File: src/rtl/core/bdf_pkg.sv
// ----------------------------------------------------------------------------
// bdf_pkg
// Shared types, codes and helper functions of the advertiser address
// duplicate filter: command and result payloads, the probe token that walks
// the cell chain, and the tracker classification.
// ----------------------------------------------------------------------------
package bdf_pkg;

	localparam int DefTableDepth = 64;
	localparam int AddrW         = 48;
	localparam int CountW        = 7;

	// manufacturer and service byte patterns used for tracker classification
	localparam logic [7:0] MfgOfB0    = 8'h4C;
	localparam logic [7:0] MfgOfB2    = 8'h12;
	localparam logic [7:0] CidALo     = 8'h67;
	localparam logic [7:0] CidBLo     = 8'hE6;
	localparam logic [7:0] CidBHi     = 8'h07;
	localparam logic [7:0] SvcUuidLo  = 8'h5A;
	localparam logic [7:0] SvcUuidHi  = 8'hFD;
	localparam logic [7:0] ZeroByte   = 8'h00;
	localparam logic [7:0] MfgLenOf   = 8'd4;
	localparam logic [7:0] MfgLenCid  = 8'd2;
	localparam logic [7:0] SvcLenMin  = 8'd2;

	typedef enum logic [1:0] {
		OP_START    = 2'd0,
		OP_REPORT   = 2'd1,
		OP_COMPLETE = 2'd2,
		OP_TICK     = 2'd3
	} op_t;

	typedef enum logic {
		KIND_DEVICE = 1'b0,
		KIND_DONE   = 1'b1
	} kind_t;

	typedef enum logic {
		STATUS_OK        = 1'b0,
		STATUS_TRUNCATED = 1'b1
	} status_t;

	typedef enum logic {
		ST_IDLE   = 1'b0,
		ST_SEARCH = 1'b1
	} state_t;

	typedef struct packed {
		op_t               operation;
		logic [AddrW-1:0]  address;
		logic [1:0]        addr_kind;
		logic signed [7:0] rssi;
		logic [7:0]        mfg_len;
		logic [31:0]       mfg_head;
		logic [7:0]        svc_len;
		logic [15:0]       svc_uuid;
	} cmd_t;

	typedef struct packed {
		kind_t             kind;
		logic [AddrW-1:0]  device_address;
		logic [1:0]        device_addr_kind;
		logic signed [7:0] device_rssi;
		logic [3:0]        tag_bits;
		logic [CountW-1:0] device_count;
		logic [31:0]       elapsed_ms;
		status_t           status;
		logic [7:0]        sequence_res;
	} res_t;

	// search token handed from cell to cell
	typedef struct packed {
		logic             vld;
		logic             hit;
		logic [AddrW-1:0] key;
	} probe_t;

	// received byte order to display order
	function automatic logic [AddrW-1:0] swap_addr(input logic [AddrW-1:0] a);
		return {a[7:0], a[15:8], a[23:16], a[31:24], a[39:32], a[47:40]};
	endfunction

	function automatic logic [3:0] tracker_class(
		input logic [7:0]  mfg_len,
		input logic [31:0] mfg_head,
		input logic [7:0]  svc_len,
		input logic [15:0] svc_uuid
	);
		logic [3:0] f;
		f    = '0;
		f[0] = (mfg_len >= MfgLenOf) && (mfg_head[7:0] == MfgOfB0) &&
		       (mfg_head[15:8] == ZeroByte) && (mfg_head[23:16] == MfgOfB2);
		f[1] = (svc_len >= SvcLenMin) && (svc_uuid[7:0] == SvcUuidLo) &&
		       (svc_uuid[15:8] == SvcUuidHi);
		f[2] = (mfg_len >= MfgLenCid) && (mfg_head[7:0] == CidALo) &&
		       (mfg_head[15:8] == ZeroByte);
		f[3] = (mfg_len >= MfgLenCid) && (mfg_head[7:0] == CidBLo) &&
		       (mfg_head[15:8] == CidBHi);
		return f;
	endfunction

endpackage

File: src/rtl/core/bdf_cell.sv
// ----------------------------------------------------------------------------
// bdf_cell
// One address cell: holds one table entry, compares the passing probe token
// against it and hands the token on. On insert the entry moves to the next
// cell and takes its neighbor's entry.
// ----------------------------------------------------------------------------
module bdf_cell
	import bdf_pkg::*;
#(
	parameter int CW = 7
) (
	input  logic             clk,
	input  logic             arst_n,
	input  logic             shift,
	input  logic [AddrW-1:0] ent_in,
	output logic [AddrW-1:0] ent_out,
	input  probe_t           probe_in,
	input  logic [CW-1:0]    live_in,
	output probe_t           probe_out,
	output logic [CW-1:0]    live_out
);

	logic [AddrW-1:0] entry_q;
	probe_t           probe_q;
	logic [CW-1:0]    live_q;
	logic             occupied;
	logic             match;

	// entries stay packed from the head, so a nonzero remaining count marks
	// this cell as holding a written address
	assign occupied = (live_in != '0);
	assign match    = probe_in.vld && occupied && (probe_in.key == entry_q);

	always_ff @(posedge clk) begin
		if (shift) begin
			entry_q <= ent_in;
		end
	end

	always_ff @(posedge clk or negedge arst_n) begin
		if (!arst_n) begin
			probe_q <= '0;
			live_q  <= '0;
		end else begin
			probe_q <= '{vld: probe_in.vld, hit: probe_in.hit | match, key: probe_in.key};
			live_q  <= live_in - CW'(occupied);
		end
	end

	assign ent_out   = entry_q;
	assign probe_out = probe_q;
	assign live_out  = live_q;

endmodule

File: config.mk
export PLATFORM = sky130hd
export DESIGN_NAME = bdf_cell
export DESIGN_NICKNAME = d
export VERILOG_FILES = /design/src/rtl/core/bdf_pkg.sv /design/src/rtl/core/bdf_cell.sv
export SDC_FILE = /design/constraint.sdc
export NUM_CORES = 1
export LEC_CHECK = 0
export ABC_CLOCK_PERIOD_IN_PS = 1800
export BUFFER_PORTS_ARGS = -buffer_cell sky130_fd_sc_hd__buf_2
export CAP_MARGIN = 10
export CORE_AREA = 4 4 124 126
export CTS_CLUSTER_DIAMETER = 60
export DETAILED_ROUTE_END_ITERATION = 6
export DIE_AREA = 0 0 128 130
export HOLD_SLACK_MARGIN = 0.02
export REMOVE_ABC_BUFFERS = 1
export SLEW_MARGIN = 10
export SYNTH_ARGS = -nofsm -noshare
export SYNTH_HDL_FRONTEND = slang
export SYNTH_SLANG_ARGS = --single-unit
File: constraint.sdc
create_clock -name clk -period 1.8 [get_ports clk]
set_input_delay 0.54 -clock clk [delete_from_list [all_inputs] [get_ports clk]]
set_output_delay 0.54 -clock clk [all_outputs]
set_load 0.05 [all_outputs]
; ---- After elaboration in Yosys (flattened, before gate mapping)
; Index checks and enable logic that the tools add are counted.
[op_classes]
add_sub_neg = 1
bitwise = 1
n_eq_ne = 1
n_reduce_logical = 3
[op_table]
columns = op, count
row1 = 48-bit equality test, 1
row2 = 7-bit nonzero test, 1
row3 = 7-bit by 1-bit subtractor with 7-bit output, 1
row4 = 1-bit logical AND, 2
row5 = 1-bit bitwise OR, 1
[totals]
out_inout_bits = 105
ff_bits = 105
in_bits = 108

; ---- Logic depth before layout (Yosys ltp)
[depth]
depth_word = 4
ltp_mapped = 7
ltp_nobuf = 7

; ---- Least setup slack after synthesis
; OpenSTA, ideal clock, no wires.
[synth_timing]
kind = input to register
start = in live_in[4]
end = reg live_q[6] (netlist: live_out[6])
path_slack_ns = -0.449
t_arrival_ns = 2.124
cell_stages = 7
setup_time_ns = 0.125
n_path_buf = 0
cell_sequence = or4_1 -> or4_4 -> ha_1 -> ha_1 -> inv_1 -> nor2_1 -> xor2_1
[synth_between]
elab_chain_len = 2
[synth_lines]
columns = element, line_no
row1 = start: declaration, bdf_cell.sv:18  ; input logic [CW-1:0] live_in,
row2 = 7-bit nonzero test, bdf_cell.sv:31  ; assign occupied = (live_in != '0);
row3 = 7-bit by 1-bit subtractor with 7-bit output (*), bdf_cell.sv:46  ; live_q <= live_in - CW'(occupied);
row4 = end signal: assignment, bdf_cell.sv:46
row5 = end: declaration, bdf_cell.sv:25  ; logic [CW-1:0] live_q;
; Every way passes the cells marked *; elsewhere a longest branch is shown, timed or not.
; A chain may end at the register's enable or synchronous reset.

; ---- Worst setup path after layout
[layout_timing]
start = in live_in[5]
end = reg live_q[4] (netlist: live_out[4])
[layout_between]
elab_chain_len = 2
[layout_lines]
columns = element, line_no
row1 = 7-bit nonzero test, bdf_cell.sv:31
row2 = 7-bit by 1-bit subtractor with 7-bit output, bdf_cell.sv:46
; No other way between the ends.

==> impl_metrics.yaml <==
clock_tree:
  cts-root-buf: "clkbuf_16"
  cts_max_level: 3
  clk_latency_ps: 340
  clock-sinks: 105
  clockBufferDepth: 2
  cts_tree: "built"
  clkTransAtPathRegs_ps: 60
  numCtsBuffers: 9
critical_path:
  worstPathMaxFanout: 2
  regToRegSetupSlack_ps: -80
  worstPathArrival_ps: 2250
  endpoint_kind: "flip-flop"
  critPathKind: "input pin to flip-flop"
  required_ps: 2070
  r2r_cells: 6
  cp-start-kind: "input pin"
sta:
  hold_viol_final: 0
  period_minus_slack_ps: 1980
  fmax_mhz: 505
  rsz0062_at_grt: "true"
  skew_ps: 4.47
  finalCritPeriodShare_pct: 110
  fin_ws_ps: -182
  setup_viol_count_final: 7
  tightest_slew_ps: 438
  relSlewSlack_pct: 70.5
  whs_ps: 195
  slew_violations: 0
power:
  p_leak_nw: 2.47
  vdd_drop_max_mv: 0.761
  p_per_area_mw_per_mm2: 1080
final_layout:
  fillers: 1433
  diodes: 0
  final_area_sq_mm: 0.00540
  drive_gt1_share_pct: 59.6
  syn_to_final_growth_pct: 53.1
  final_util_pct: 37.7
  nNetsFinal: 546
die:
  die_h_microns: 130
  core-area_sq_mm: 0.0143
  ioPinCount: 213
  start_util_pct: 24.6
  dieWidth_microns: 128
  row_count: 44
  dieArea_sq_mm: 0.0166
global_routing:
  grt_max_degree: 58
  grt_pass1_wl_mm: 15.2
  grt_overflow: 0
  grt_pass1_vias: 2815
  track_usage_pct: 12.2
  antenna_found_initial: 1
detailed_routing:
  drt-pass1-iter-count: 4
  viasPerCell: 3.93
  ant_nets: 0
  drc_errors: 0
  wire_per_inst_microns: 15.8
  finalWirelength_mm: 9.88
  initialDrtViolationCount: 45
  vias: 2459
outcome:
  violations: "setup timing"
  status: "finished, violations left"
yosys:
  ys.warnings.count: 0
  synth_top_area_cell: "edfxtp_1"
  yosysTopAreaCellShare_pct: 40.9
  ys_top_cells_by_area: "edfxtp_1 (41%), dfrtp_1 (40%), xnor2_1 (7.2%)"
  synth_cells: 189
  postSynthAreaPerCell_sq_um: 18.7
  synth_area_sq_mm: 0.00353
  ys_ff_latch: 105
  synth_seq_area_share_pct: 81.3
  ys_types: 14
job:
  cap_viol_max_count: 0
min_path:
  hold_class: "input pin to async pin"
place:
  place.gp.congestion: 0.778
  dpl.hpwl_mm: 7.92
  io_buffers: 212
  place_area_sq_mm: 0.00498
[worst max-delay path, cell delays in order]
cell	delay, ps
buf_6	90
or4_4	520
or4_4	450
ha_4	200
ha_4	160
inv_2	60
or3_4	120
xnor2_2	90
[area by class of cell]
cell class              instances  area [sq um]  area share (%)
clock inverters                 3          42.5           0.788
clock buffers                  13           250            4.63
repair buffers                236          1280            23.6
well taps                     184           230            4.26
multi-input cells              79           713            13.2
inverters                       5          18.8           0.348
flip-flops and latches        105          2870            53.1
[per-layer routing]
metal	part of all wire, %	wire length, microns	up-vias	GRT usage [%]
met5	0.15	15	-	0
met3	11	1130	15	5.81
li1	-	-	1155	-
met1	36	3550	1153	13.3
met2	51	5000	134	20.5
met4	1.9	187	2	4.87
[cells in the mapped netlist, drive strengths merged]
library cell	instances
nor4	7
xor2	24
or4	3
inv	5
edfxtp	48
or3	1
ha	2
nor2	2
o21bai	1
dfrtp	57
nand2	1
nand4	9
xnor2	29
[placed cells by master (no fill, tap or decap), types with 2 or more instances in the layout]
cell,Yosys,final
xnor2_1,29,28
nor2_2,0,2
clkbuf_1,0,3
clkbuf_16,0,9
xor2_1,24,24
edfxtp_1,48,48
buf_2,0,209
inv_1,5,3
ha_4,0,2
nor4_1,7,4
inv_2,0,2
buf_6,0,2
nor4_2,0,3
dfrtp_1,57,57
buf_4,0,23
nand4_1,9,9
or4_4,1,2
[metrics by stage]
step,power [W],TNS [ps],setup WS [ps],instances
2_1_floorplan,0.00349,-2330,-449,189
3_3_place_gp,0.00392,-3840,-605,605
3_5_place_dp,0.00393,-3950,-636,605
4_1_cts,0.00591,-995,-215,623
5_1_grt,0.00610,-839,-268,625
6_report,0.00582,-626,-182,625
[path summary, 6_finish.rpt]
check / startpoint / to
worst max-delay path: live_in[5] / live_out[4]$_DFF_PN0_
worst min-delay path: arst_n / probe_out[18]$_DFF_PN0_
worst max register to register: ent_out[16]$_DFFE_PP_ / probe_out[48]$_DFF_PN0_
worst min register to register: ent_out[39]$_DFFE_PP_ / probe_out[48]$_DFF_PN0_
max in group asynchronous: arst_n / probe_out[31]$_DFF_PN0_
min in group clk: probe_in[26] / probe_out[26]$_DFF_PN0_
[kinds of logic (layout without fill, tap and decap cells)]
logic type,Yosys count,in the layout,share of synthesized area (%)
xor+xnor,53,53,13.2
fa+ha+maj,2,2,0.709
buf+inv,5,257,0.532
flops,105,105,81.3
compound gates,1,1,0.213
simple gates,23,23,4.08
[power breakdown]
group	internal, W	switching [W]
Clock	0.00112	0.000810
Sequential	0.00268	0.0000796
Combinational	0.000325	0.000808
Total	0.00412	0.00170
[sequential cells by signal, indices dropped and copies added (netlist names)]
name,cells
ent_out,48
probe_out,50
live_out,7
[what timing repair did]
item | CTS | global route
buffers inserted | 2 | 3
pin swaps | 9 | 9
gates cloned | 0 | 0
hold buffers | 0 | 0
hold endpoints to repair | 0 | 0
gates resized for setup | 10 | 12
setup endpoints to repair | 7 | 8
Note: power is estimated with default switching activity, not from simulation.
